`config.mk`:
```
export PLATFORM = sky130hd
export DESIGN_NAME = bda_back
export DESIGN_NICKNAME = d
export VERILOG_FILES = /design/src/rtl/bda_pkg.sv /design/src/rtl/bda_back.sv
export SDC_FILE = /design/constraint.sdc
export NUM_CORES = 1
export LEC_CHECK = 0
export BUFFER_PORTS_ARGS = -buffer_cell sky130_fd_sc_hd__buf_2
export CAP_MARGIN = 20
export CELL_PAD_IN_SITES_DETAIL_PLACEMENT = 1
export CELL_PAD_IN_SITES_GLOBAL_PLACEMENT = 1
export CORE_ASPECT_RATIO = 1.1
export CORE_UTILIZATION = 42
export DETAILED_ROUTE_END_ITERATION = 8
export PLACE_DENSITY_LB_ADDON = 0.12
export REMOVE_ABC_BUFFERS = 1
export SYNTH_ARGS = -nofsm -noshare
export SYNTH_HDL_FRONTEND = slang
export SYNTH_SLANG_ARGS = --single-unit
```
`constraint.sdc`:
```
create_clock -name clk_i -period 3 [get_ports clk_i]
set_input_delay 0 -clock clk_i [delete_from_list [all_inputs] [get_ports clk_i]]
set_output_delay 0 -clock clk_i [all_outputs]
set_load 0.05 [all_outputs]
```
`src/rtl/bda_pkg.sv`:
```
// Constants shared by the binary to decimal ASCII converter.
// No dependencies.
package bda_pkg;

  localparam int VALUE_W    = 32;
  localparam int DIGIT_W    = 4;
  localparam int CHAR_W     = 6;
  // Decimal digits a 32-bit unsigned value can need.
  localparam int MAX_DIGITS = 10;

  // floor(v / 10) == (v * RECIP_MULT) >> RECIP_SHIFT for every 32-bit v.
  localparam logic [VALUE_W-1:0] RECIP_MULT  = 32'hCCCC_CCCD;
  localparam int                 RECIP_SHIFT = 35;

  localparam logic [CHAR_W-1:0] ASCII_ZERO = 6'd48;

endpackage

```
`src/rtl/bda_back.sv`:
```
// Back end: emits the digits of one converted number, most significant first.
// Depends on bda_pkg for digit and character widths and the ASCII offset.
module bda_back #(
  parameter int Steps = 10,
  localparam int DigW = Steps * bda_pkg::DIGIT_W,
  localparam int CntW = $clog2(Steps + 1)
) (
  input  logic                        clk_i,
  input  logic                        rst_ni,
  input  logic                        fifo_empty_i,
  input  logic [DigW-1:0]             rd_dig_i,
  input  logic [CntW-1:0]             rd_cnt_i,
  output logic                        rd_en_o,
  output logic                        empty,
  input  logic                        pop,
  output logic [bda_pkg::CHAR_W-1:0]  digit_char_o,
  output logic                        last_digit_o
);

  logic                         act_q;
  logic [DigW-1:0]              dig_q;
  logic [CntW-1:0]              idx_q;
  logic                         out_vld_q;
  logic [bda_pkg::CHAR_W-1:0]   out_char_q;
  logic                         out_last_q;

  logic [DigW-1:0]              dig_sh;
  logic [bda_pkg::DIGIT_W-1:0]  cur_dig;
  logic                         at_lsd;
  logic                         adv;
  logic                         load;

  assign dig_sh  = dig_q >> (idx_q * bda_pkg::DIGIT_W);
  assign cur_dig = dig_sh[bda_pkg::DIGIT_W-1:0];
  assign at_lsd  = (idx_q == '0);
  assign adv     = act_q && (!out_vld_q || pop);
  assign load    = !fifo_empty_i && (!act_q || (adv && at_lsd));

  assign rd_en_o      = load;
  assign empty        = !out_vld_q;
  assign digit_char_o = out_char_q;
  assign last_digit_o = out_last_q;

  always_ff @(posedge clk_i or negedge rst_ni) begin
    if (!rst_ni) begin
      act_q     <= 1'b0;
      out_vld_q <= 1'b0;
    end else begin
      if (load) begin
        act_q <= 1'b1;
      end else if (adv && at_lsd) begin
        act_q <= 1'b0;
      end
      if (adv) begin
        out_vld_q <= 1'b1;
      end else if (pop) begin
        out_vld_q <= 1'b0;
      end
    end
  end

  always_ff @(posedge clk_i) begin
    if (load) begin
      dig_q <= rd_dig_i;
      idx_q <= rd_cnt_i - CntW'(1);
    end else if (adv) begin
      idx_q <= idx_q - CntW'(1);
    end
    if (adv) begin
      out_char_q <= bda_pkg::ASCII_ZERO + bda_pkg::CHAR_W'(cur_dig);
      out_last_q <= at_lsd;
    end
  end

endmodule

```
---- After elaboration in Yosys (flattened, before gate mapping) ----
Cells that the tools add are included.
operators by class
  $add $sub $neg .......................... 3
  shift-type cells ........................ 1
  mux-type cells .......................... 6
  reductions and logical operators ........ 12
operators with widths
  kind                   count
  $shr A40 B6 Y4         1
  $mux W4                2
  $sub A4 B1 Y4 const B  2
  $add A5 B5 Y6 const A  1
  $reduce_bool A2 Y1     3
  $logic_not A4 Y1       1
  $mux W1                4
  $logic_and A1 B1 Y1    3
  $logic_not A1 Y1       3
  $logic_or A1 B1 Y1     2
storage, ports and cells
  register bits after elaboration ......... 53
  input bits .............................. 48
  output and inout port bits .............. 9
  word-level logic and storage cells ...... 28

---- Longest topological paths before layout ----
  word-level depth ........................ 7
  gate-level depth with buffers ........... 7
  depth with buffers taken out ............ 6

---- Worst setup path before layout ----
OpenSTA, ideal clock, no wires.
  path kind ............................... reg-to-reg
  from .................................... reg idx_q[1]
  to ...................................... reg idx_q[2] (data pin)
  arrival time ............................ 2.358 ns
  data required time ...................... 2.741 ns
  slack ................................... 0.383 ns
  stages on the path, launching flop included .. 7
  clock period less this slack ............ 2.617 ns
  path through ............................ edfxtp_1 > or3_4 > o31ai_4 > and2_2 > a22oi_1 > ha_1 > xnor2_1
on the way
  cells in the longest elaborated chain, start to end .. 5
  elaborated cells between the ends (all ways) .. 7
  classes of those cells .................. 1 x add/sub; 2 x mux; 4 x reduce/logical
ends and longest elaborated chain
  what                    RTL line        RTL
  from (decl)             bda_back.sv:22  logic [CntW-1:0] idx_q;
  from (signal assigned)  bda_back.sv:65  idx_q <= rd_cnt_i - CntW'(1);
  from (signal assigned)  bda_back.sv:67  idx_q <= idx_q - CntW'(1);
  $logic_not A4 Y1        bda_back.sv:35  assign at_lsd = (idx_q == '0);
  $logic_and A1 B1 Y1     bda_back.sv:37  assign load = !fifo_empty_i && (!act_q || (adv && at_lsd));
  $logic_or A1 B1 Y1      bda_back.sv:37
  $logic_and A1 B1 Y1     bda_back.sv:37
  via rd_en_o             bda_back.sv:13  output logic rd_en_o,
  $mux W4                 bda_back.sv:63  if (load) begin
The timed path passes the listed nets, and every way through them passes these cells. The select of a mux whose other input is x is not followed.
A chain may end at the register's enable or synchronous reset.

---- Worst setup path in the final report ----
  from .................................... reg idx_q[3]
  to ...................................... out rd_en_o
on the way
  cells in the longest elaborated chain, start to end .. 4
ends and longest elaborated chain
  what                 RTL line
  $logic_not A4 Y1     bda_back.sv:35
  $logic_and A1 B1 Y1  bda_back.sv:37
  $logic_or A1 B1 Y1   bda_back.sv:37
  $logic_and A1 B1 Y1  bda_back.sv:37
  to (decl)            bda_back.sv:13
No other way between the ends.

==> results by group <==
Run status
  – Result of the run: finished, final reports clean

Clock network
  – Worst-Skew Late Latency: 290 ps
  – CTS tree: done
  – # clock sinks: 51
  – Root buffer cell: clkbuf_8
  – Clk pin slew, worst setup/hold paths: 90 ps
  – H-tree depth: 2
  – Longest Clk Path Bufs: 2
  – CTS buffer count: 5
  – Resize count post-CTS: 0

Pwr
  – Max rail drop VDD: 0.319 mV
  – Leakage Power: 1.12 nW
  – Cell Pwr Density: 709 nW/um^2

Synth
  – Cell count after synthesis: 109
  – Post-synthesis cell type count: 27
  – Synth warn: 0
  – Avg Cell Area, Syn: 18.9 um^2
  – Top cells by count, synth: 49 x edfxtp_1, 8 x mux4_2, 6 x a22oi_1
  – Asr flop ratio synth: 3.92%
  – Cell accounting for the most synthesized area: edfxtp_1
  – Top cell type's share of synthesized area: 71.6%
  – Cell Area, Synth: 2060 um^2
  – Register bit total from synthesis: 51
  – Top-count cell post-synth: edfxtp_1
  – Synth Flop Type: edfxtp_1
  – Sequential fraction of the synthesis area: 74.0%
  – EDFF count, synth: 49
  – Ranking of synthesized cells by area: edfxtp_1 72%, mux4_2 8.8%, dfrtp_1 2.4%

Floorplan
  – Row cnt: 26
  – Core area: 4680 um^2
  – Total die area: 5180 um^2
  – Top Ports: 57
  – Starting Density: 43.9%
  – Die Y-Extent: 75.4 um
  – Die Width: 68.7 um

Setup path
  – Crit-path max FO: 26
  – Critical Path End Type: output port
  – Critical Path Start Type: flop
  – WP data required: 3000 ps
  – Setup CP Type: reg -> out
  – Worst path arrival time: 2650 ps

Global routing
  – Met2 Resource Use GR: 38.1%
  – Routing usage on met3: 4.34%
  – First-pass GRT wire length: 7200 um
  – Gr usage total: 20.0%
  – Busiest grt layer: met2
  – Met1 Use GR: 21.6%
  – Total gr overflow: 0
  – Antenna violations before repair: 0
  – Largest net degree at the start of global routing: 27
  – Number of global-route vias before repair: 1559

Placement
  – PortBufs: 54
  – Pre-CTS setup slack: 640 ps
  – Hpwl dp: 2870 um
  – Routability cong.: 0.787

Route
  – DRT Wirelength: 4610 um
  – First DRT Iteration DRCs: 72
  – Drc violations: 0
  – Vias: 1355
  – Routed WL per cell: 17.2 um
  – Final ANT Viol Nets: 0
  – DR pass1 iterations: 4
  – Via density: 5.06

STA
  – Final Cycle Share: 88.5%
  – Clock period minus worst slack: 2650 ps
  – Final slew viol count: 0
  – Final hold violations: 0
  – Worst rel slew slack: 63.8%
  – Worst-Margin Slew: 543 ps
  – Max Clk Rate: 377 MHz
  – TNS Setup: 0 ps
  – Worst Skew: 4.65 ps
  – Setup violators final: 0
  – Post-route setup slack: 346 ps
  – RSZ-0062 raised after global routing: false

Cells and area
  – N_diodes: 0
  – Layout cells sized above 1: 36.3%
  – Fin nets: 260
  – Area grow syn2layout: 41.4%

Worst hold path
  – Worst min path class: in -> async

Flow run
  – Max Cap Viol: 0
## cells in the final DEF, fill, tap and decap left out, types with 2 or more instances in the layout
master,netlist,final
buf_4,2,3
a22oi_1,6,6
nor2b_1,3,3
buf_2,1,54
dfrtp_1,2,2
o21ai_0,3,3
inv_1,3,3
a32oi_1,2,2
edfxtp_1,49,49
o21ai_1,2,2
nor2_1,5,5
nand2_1,3,3
dlygate4sd3_1,0,42
xnor2_1,2,2
mux2i_1,4,4
mux4_2,8,8
conb_1,1,2
or2_2,2,2
clkbuf_8,0,5
## routing by layer
metal / up-vias / routed length [um] / part of all wire [%]
met2: 48 / 2590 / 56
li1: 633 / - / -
met4: 0 / 44 / 0.95
met3: 4 / 232 / 5.0
met5: - / 0 / 0
met1: 670 / 1740 / 38
## logic make-up (layout without fill, tap and decap cells)
family	Yosys count	after routing	synth area share [%]
xor+xnor	2	2	0.852
fa+ha+maj	1	1	0.609
compound gates	17	17	6.45
other cells	1	2	0.182
simple gates	17	17	4.57
flops	51	51	74.0
buf+inv	8	110	2.62
mux	12	12	10.7
## what timing repair did
item	4_1_cts	5_1_grt
hold buffers	42	0
hold endpoints to repair	43	0
setup endpoints to repair	0	0
buffers inserted	0	0
## sequential cells by signal, summed over array words and instances, names as in the netlist
register and count:
last_digit_o 1, digit_char_o 4, idx_q 4, act_q 1, out_vld_q 1, dig_q 40
## stage by stage
step,hold WS (ps),power (W),cells,utilization [%],area [um^2]
floorplan,-296,0.00140,105,-,2020
global route,29.4,0.00217,268,62.1,2910
finish,18.9,0.00206,268,62.1,2910
global placement,-214,0.00157,218,50.8,2380
detailed placement,-207,0.00159,218,50.8,2380
CTS,16.7,0.00208,268,62.1,2910
## report_power, final
group	switching (W)	total, W	internal [W]
Sequential	0.0000461	0.000960	0.000914
Clock	0.000211	0.000456	0.000244
Combinational	0.000375	0.000647	0.000271
## cell type report
type | instances | area (um^2)
Fill cell | 465 | 1780
Sequential cell | 51 | 1520
Timing Repair Buffer | 99 | 713
Multi-Input combinational cell | 51 | 484
Tap cell | 56 | 70.1
Clock buffer | 5 | 68.8
Clock inverter | 3 | 38.8
Inverter | 3 | 11.3
## worst paths after layout
check / endpoint / start / slack (ps) / cells past startpoint
min in group clk_i: idx_q[2]$_DFFE_PP_ / rd_cnt_i[2] / 170 / 3
setup / recovery: rd_en_o / idx_q[3]$_DFFE_PP_ / 350 / 5
max in group asynchronous: out_vld_q$_DFFE_PN0P_ / rst_ni / 2880 / 2
hold / removal: act_q$_DFFE_PN0P_ / rst_ni / 20 / 2
hold reg to reg: act_q$_DFFE_PN0P_ / idx_q[0]$_DFFE_PP_ / 600 / 2
setup reg to reg: dig_q[23]$_DFFE_PN_ / idx_q[3]$_DFFE_PP_ / 650 / 4
## worst max-delay path, stage by stage (launching register included)
cell and delay, ps:
edfxtp_1 470, or3_4 430, o31ai_4 240, and2_2 470
buf_4 400, buf_2 330
No activity file was read; power rests on OpenSTA's default activity.
