`src/rtl/bda_fifo.sv`:
```
// Two-entry queue between the converter and the character emitter.
// Uses no package items.
module bda_fifo #(
  parameter int W = 44
) (
  input  logic         clk_i,
  input  logic         rst_ni,
  input  logic         wr_en_i,
  input  logic [W-1:0] wr_data_i,
  output logic         full_o,
  input  logic         rd_en_i,
  output logic [W-1:0] rd_data_o,
  output logic         empty_o
);

  logic [1:0][W-1:0] mem_q;
  logic              wr_ptr_q, rd_ptr_q;
  logic [1:0]        cnt_q;

  assign full_o    = (cnt_q == 2'd2);
  assign empty_o   = (cnt_q == 2'd0);
  assign rd_data_o = mem_q[rd_ptr_q];

  always_ff @(posedge clk_i or negedge rst_ni) begin
    if (!rst_ni) begin
      wr_ptr_q <= 1'b0;
      rd_ptr_q <= 1'b0;
      cnt_q    <= 2'd0;
    end else begin
      if (wr_en_i) begin
        wr_ptr_q <= ~wr_ptr_q;
      end
      if (rd_en_i) begin
        rd_ptr_q <= ~rd_ptr_q;
      end
      if (wr_en_i && !rd_en_i) begin
        cnt_q <= cnt_q + 2'd1;
      end else if (rd_en_i && !wr_en_i) begin
        cnt_q <= cnt_q - 2'd1;
      end
    end
  end

  always_ff @(posedge clk_i) begin
    if (wr_en_i) begin
      mem_q[wr_ptr_q] <= wr_data_i;
    end
  end

endmodule

```
`config.mk`:
```
export PLATFORM = sky130hd
export DESIGN_NAME = bda_fifo
export DESIGN_NICKNAME = d
export VERILOG_FILES = /design/src/rtl/bda_fifo.sv
export SDC_FILE = /design/constraint.sdc
export NUM_CORES = 1
export LEC_CHECK = 0
export BUFFER_PORTS_ARGS = -buffer_cell sky130_fd_sc_hd__buf_2
export CORE_ASPECT_RATIO = 1.75
export CORE_MARGIN = 2
export CORE_UTILIZATION = 47
export DETAILED_ROUTE_END_ITERATION = 12
export PLACE_DENSITY = 0.75
export SKIP_CTS_REPAIR_TIMING = 1
export SLEW_MARGIN = 20
export SYNTH_ARGS = -nofsm -noshare
export SYNTH_HDL_FRONTEND = slang
export SYNTH_SLANG_ARGS = --single-unit
```
`constraint.sdc`:
```
create_clock -name clk_i -period 2.9 [get_ports clk_i]
set_input_delay 0.145 -clock clk_i [delete_from_list [all_inputs] [get_ports clk_i]]
set_output_delay 0.145 -clock clk_i [all_outputs]
set_load 0.1 [all_outputs]
```
Yosys cells after proc, flatten, opt, wreduce, memory -nomap -nowiden --
Cells that the tools add are included.
Storage, ports and cells: register bits 92, bits of input ports 48, output and inout port bits 46
Operators by class: add/sub/neg operators 2, $lt $le $gt $ge 3, equality and inequality tests 1, mux-type cells 7, bitwise gates (word level) 2, reductions and logical operators 7
Operator list (number):
- $mux W44 | 3
- $bwmux W88 | 1
- $demux W44 S1 | 1
- $lt A1 B2 Y1 const B | 2
- $mux W2 | 2
- $logic_and A1 B1 Y1 | 3
- $add A2 B1 Y2 const B | 1
- $eq A2 B2 Y1 const B | 1
- $logic_not A1 Y1 | 2
- $logic_not A2 Y1 | 1
- $not A1 Y1 | 2
- $reduce_bool A2 Y1 | 1
- $sub A2 B1 Y2 const B | 1
- $ge A1 B1 Y1 const B | 1

Logic depth before layout (Yosys ltp) --
Gate-level depths: netlist (run 1).
depth after elaboration 5, mapped depth 5, gate-level depth less buffers 5

Worst setup path before layout (run 1) --
Ideal clock, no wire load.
kind flip-flop to flip-flop, start register, netlist name wr_ptr_q, end register mem_q[0] (netlist bit) (enable), setup time 0.451 ns, arrival time 2.369 ns, required time 2.449 ns, path slack 0.080 ns, stages on the path, launching flop included 2, path buffers 0, clock period less this slack 2.820 ns, cells stage by stage dfrtp_1 -> nor2b_1
RTL lines:
- end signal: indexed assignment | line 46 | mem_q[wr_ptr_q] <= wr_data_i;
- end: declaration | line 16 | logic [1:0][W-1:0] mem_q;

Worst setup path after layout (run 1) --
start register rd_ptr_q, end output port rd_data_o[30]
On the way: cells in the longest elaborated chain, start to end 2
Ends and longest elaborated chain:
- start: declaration | line 17 | logic wr_ptr_q, rd_ptr_q;
- start signal: assignment | line 34 | rd_ptr_q <= ~rd_ptr_q;
- $mux W44 (not written as such) (2 in a row) | line 22 | assign rd_data_o = mem_q[rd_ptr_q];
- end: declaration | line 12 | output logic [W-1:0] rd_data_o,
Every way passes these cells. The select of a mux whose other input is x is not followed.

==> results of run 1 <==
==> cells by family (layout without fill, tap and decap cells) <==
group,count (synthesis),count (layout)
flip-flops,92,92
multiplexers,44,44
buffers and inverters,6,139
XOR/XNOR,5,5
AND/OR/NAND/NOR,5,5
adder cells (fa/ha/maj),1,1
==> flip-flops by register name, indices dropped and copies added (netlist names) <==
signal and cells:
mem_q 88, rd_ptr_q 1, cnt_q 2, wr_ptr_q 1
==> cells in the mapped netlist <==
master	n	share of area, %
and2_1	1	0.18
buf_12	4	2.2
buf_6	1	0.32
dfrtp_1	4	2.8
edfxtp_1	88	74
ha_1	1	0.35
inv_1	1	0.11
mux2_2	5	1.6
mux2_4	39	16
nor2_1	2	0.21
nor2b_1	2	0.35
xnor2_1	1	0.25
xor2_1	4	0.98
==> critical path, cell delays in order, from the launching register on <==
cell and delay (ns):
dfrtp_2 0.69, buf_4 0.31, mux2_2 0.36, buf_2 0.29
==> layer usage <==
metal	up-vias	track usage, %	wire, um
li1	852	-	-
met1	894	13.4	2030
met2	58	26.4	3500
met3	13	4.06	277
met4	0	8.89	179
met5	-	0	0
==> per-stage QoR <==
| step | worst slack [ns] | area, um^2 | hold WS, ns |
|---|---|---|---|
| 3_3_place_gp | 1.15 | 4100 | -0.0443 |
| 6_report | 0.768 | 4660 | -0.00315 |
| 5_1_grt | 0.702 | 4660 | -0.00120 |
| 2_1_floorplan | 0.0804 | 3560 | -0.151 |
| 3_5_place_dp | 1.12 | 4100 | -0.0443 |
| 4_1_cts | 0.747 | 4410 | -0.409 |
==> cells in the final DEF, fill, tap and decap left out <==
cell type	n
nor2b_4	1
dfrtp_1	3
dlygate4sd3_1	25
nor2b_1	1
buf_12	1
xnor2_1	1
mux2_2	5
and2_2	1
mux2_4	39
nor2_1	2
clkbuf_16	9
buf_2	93
buf_4	3
xor2_1	4
inv_1	1
ha_1	1
edfxtp_1	88
bufinv_16	2
clkinv_1	3
clkinv_2	2
dfrtp_2	1
==> final timing paths <==
path,end,slack [ns],depth (start not counted)
worst max-delay path,rd_data_o[30],0.77,3
worst min-delay path,mem_q[6],-0.003,1
worst max register to register,mem_q[77],1.45,2
worst min register to register,cnt_q[1],0.49,1
max in group asynchronous,rd_ptr_q,2.61,2
min in group asynchronous,rd_ptr_q,0.16,2
==> final cells by class <==
type	instances	area (um^2)	share of cell area, %
Sequential cell	92	2740	58.9
Inverter	1	3.75	0.0806
Clock buffer	9	225	4.84
Tap cell	88	110	2.36
Clock inverter	7	81.3	1.75
Timing Repair Buffer	122	758	16.3
Multi-Input combinational cell	55	733	15.7
==> metrics, run 1 <==
CTS buffer count=9; global route total overflow=0; global-route wire length before repair=between 8000 and 9000 um; failing checks=negative hold slack; Clk Latency, worst-skew pair=0.33 ns; Port Buffers=93; CP Class=register to primary output; GRT Resource Usage Total=14.3%; Fin Clk Skew=roughly 0.0029 ns; max_slew headroom=60.4%; TritonRoute pass-1 iters=4; Post-Syn Area per Cell=23.3 um^2; max_cap viols=0; number of filler cells placed in the layout=569; hold slack=-0.00315 ns; multiplexer area fraction after synthesis=18.0%; row count=42; vias after detailed routing=1817; status=finished, violations left; Synth Area in XOR/XNOR=1.23%; Initial DRC Count=126; Cells after DPL=333; Num Clock Sinks=92; Placer Congestion=0.705; drt drc=0; CP startpoint kind=register; initial core utilization=a little under half; Via density=4.86; Clock transition at path regs=0.06 ns; Least-Margin Pin Slew=approximately 0.6 ns; die width=~70 um; Period minus WS final=2.13 ns; area grow syn2layout=30.7%; CP Data Required Time=2.76 ns; crit-path max FO=16; crit path launch=rd_ptr_q; Post-Synth Simple-Gate Area=0.738%; share of cells above drive strength 1=between 50% and 60%; Worst Hold Class=primary input to register; vias in the first global route=1822; Syn Nets=202; FF-to-FF Start=wr_ptr_q; CTS Root Cell=clkbuf_16; setup_tns=0 ns; CP endpoint kind=primary output; Synth Area in Compound Gates=0%; fmax=about 470 MHz; synth warn=0; nets=between 300 and 400; largest family of logic cells by synthesized area=multiplexers; die footprint=slightly above 0.008 mm^2; Yosys reg bits=92; Hold Fails Final Rpt=6; min-delay src=wr_data_i[6]; initial antenna violation count=0; final wirelength=5980 um; Finish-stage setup viols=0; post-synthesis cell area=0.00356 mm^2; Clock Tree Buf Depth=2; RSZ-0062 raised after global routing=no; IO Pins=94; CORE AREA=0.00746 mm^2; DIE HEIGHT=119 um; antenna-violating nets left=0; fin crit share=73.5%; antenna diode instance count=0; hpwl dp=about 3800 um; Final Core Density=62.4%; post-synth cell types=13; Synth Area in Adders=0.351%; Pins Over Slew Limit=0; Layout Cells excl Fill=around 370; post-DR wirelength/cell=16.0 um; Mapped Cells=153; Arr. time, crit path=1.99 ns; sequential element share of the synthesized area=77.0%; TritonCTS clock tree=yes; H-tree depth=3; largest net degree at the start of global routing=45
Power of run 1 is not shown: default switching activity piles up to over one toggle a cycle in this logic, so the estimate is an artifact.
==> run 2, diff against run 1 <==
==> constraint.sdc (replaced) <==
create_clock -name clk_i -period 1.8 [get_ports clk_i]
set_input_delay 0.09 -clock clk_i [delete_from_list [all_inputs] [get_ports clk_i]]
set_output_delay 0.09 -clock clk_i [all_outputs]
set_load 0.1 [all_outputs]
==> run 2 against run 1 <==
  * Utilization grew 3.5 points
  * Flip-flop and latch count is the same
  * Final area grew 5.7%
  * Sequential share of layout area shrank 3.2 points
  * First-iteration DRC count shrank 7.9%
  * Critical path depth is the same
  * Die area is the same
  * The run still ends with negative hold slack left
  * Worst setup slack lost 0.72 ns
  * Cell count grew 7.2%
  * Clock-buffer cell count grew 1
  * Non-clock buffer count grew 27
==> metrics, run 2 (synthesized netlist as in run 1, its figures left out) <==
Worst Hold Class=primary input to register; Pins Over Slew Limit=0; Largest regs=mem_q: 88 flops, cnt_q: 2 flops; failing checks=negative hold slack; Finish-stage setup viols=0; IO Pins=94; TritonRoute pass-1 iters=4; Arr. time, crit path=1.66 ns; Clock transition at path regs=0.06 ns; initial antenna violation count=0; global route total overflow=0; Via density=around 4.8; crit-path max FO=21; Num Clock Sinks=92; Multi-input gate area=736 um^2; global-route wire length before repair=around 8600 um; CTS Root Cell=clkbuf_16; commonest non-fill, non-tap cells in the layout=92 x buf_2, 88 x edfxtp_1, 46 x dlygate4sd3_1, 39 x mux2_4, 9 x clkbuf_16; drt drc=0; fmax=570 MHz; CP Data Required Time=approximately 1.7 ns; row count=42; post-DR wirelength/cell=15.9 um; most common cell after layout, fill and taps aside=buf_2; antenna-violating nets left=0; hpwl dp=4010 um; CORE AREA=0.00746 mm^2; Largest Register=mem_q; initial core utilization=47.7%; max_slew headroom=approximately two thirds; CP Class=register to primary output; TritonCTS clock tree=yes; Placer Congestion=roughly 0.7; Clk Latency, worst-skew pair=0.33 ns; die footprint=0.00832 mm^2; status=finished, violations left; Clock Tree Buf Depth=2; CTS buffer count=9; largest net degree at the start of global routing=24; DIE HEIGHT=119 um; nets=about 360; Hold Fails Final Rpt=1; H-tree depth=3; share of cells above drive strength 1=52.1%; GRT Resource Usage Total=around 14%; die width=~70 um; Cells after DPL=336; CP startpoint kind=register; Initial DRC Count=116; Port Buffers=between 90 and 100; number of filler cells placed in the layout=slightly above 500; fin crit share=97.5%; vias in the first global route=approximately 1800; final wirelength=6360 um; max_cap viols=0; setup_tns=0 ns; CP cell instances=buf_12, mux2_4, buf_2; area grow syn2layout=38.1%; max reg flops=88; antenna diode instance count=0; Sequential Area=0.00274 mm^2; Fin Clk Skew=0.00350 ns; Layout Cells excl Fill=401; Least-Margin Pin Slew=0.501 ns; vias after detailed routing=1920; CP endpoint kind=primary output; CP max stage cell=dfrtp_2; Period minus WS final=1.75 ns; Crit path largest cell delay=0.47 ns; hold slack=-0.00648 ns
run 2: changes by cell type in the layout (fill, tap and decap cells not counted), sizes merged:
| cell | delta |
|---|---|
| buf | +5 |
| bufinv | -2 |
| clkbuf | +2 |
| clkinv | -1 |
| dlygate4sd3 | +21 |
| clkinvlp | +2 |
run 2: per-layer routing:
| layer | GRT usage (%) | share of wire [%] | vias to the layer above |
|---|---|---|---|
| met5 | 0 | 0 | - |
| met4 | 7.81 | 1.8 | 0 |
| met3 | 4.57 | 5.3 | 10 |
| met2 | 24.2 | 57 | 65 |
| met1 | 14.6 | 36 | 935 |
| li1 | - | - | 910 |
run 2: final timing paths:
check | slack, ns | cells after the start | from | end
worst max-delay path | 0.05 | 3 | rd_ptr_q | rd_data_o[39]
worst min-delay path | -0.006 | 2 | wr_en_i | wr_ptr_q
worst max register to register | 0.49 | 2 | wr_ptr_q | mem_q[40]
worst min register to register | 0.49 | 1 | cnt_q[1] | cnt_q[1]
max in group asynchronous | 1.58 | 2 | rst_ni | rd_ptr_q
min in group asynchronous | 0.09 | 2 | rst_ni | cnt_q[0]
run 2: critical path, delay by kind of cell (launching register included):
kind	cells	cell delay (ns)
buf+inv	2	0.52
flops	1	0.47
mux	1	0.32
run 2: through the flow:
| step | util (%) | instance area (um^2) | worst slack (ns) | hold slack (ns) |
|---|---|---|---|---|
| floorplan | - | 3570 | 0.0194 | -0.206 |
| global placement | 55.9 | 4170 | 0.343 | -0.0973 |
| detailed placement | 55.9 | 4170 | 0.338 | -0.0994 |
| CTS | 59.4 | 4430 | -0.0204 | -0.453 |
| global route | 65.9 | 4920 | -0.00896 | -0.00437 |
| finish | 65.9 | 4920 | 0.0453 | -0.00648 |
run 2: area by class of cell:
type | count | share of cell area (%)
Sequential cell | 92 | 55.8
Tap cell | 88 | 2.24
Clock buffer | 10 | 4.65
Timing Repair Buffer | 149 | 21.7
Clock inverter | 6 | 0.636
Multi-Input combinational cell | 55 | 15.0
Inverter | 1 | 0.0763
Power of run 2 is left out for the same reason.
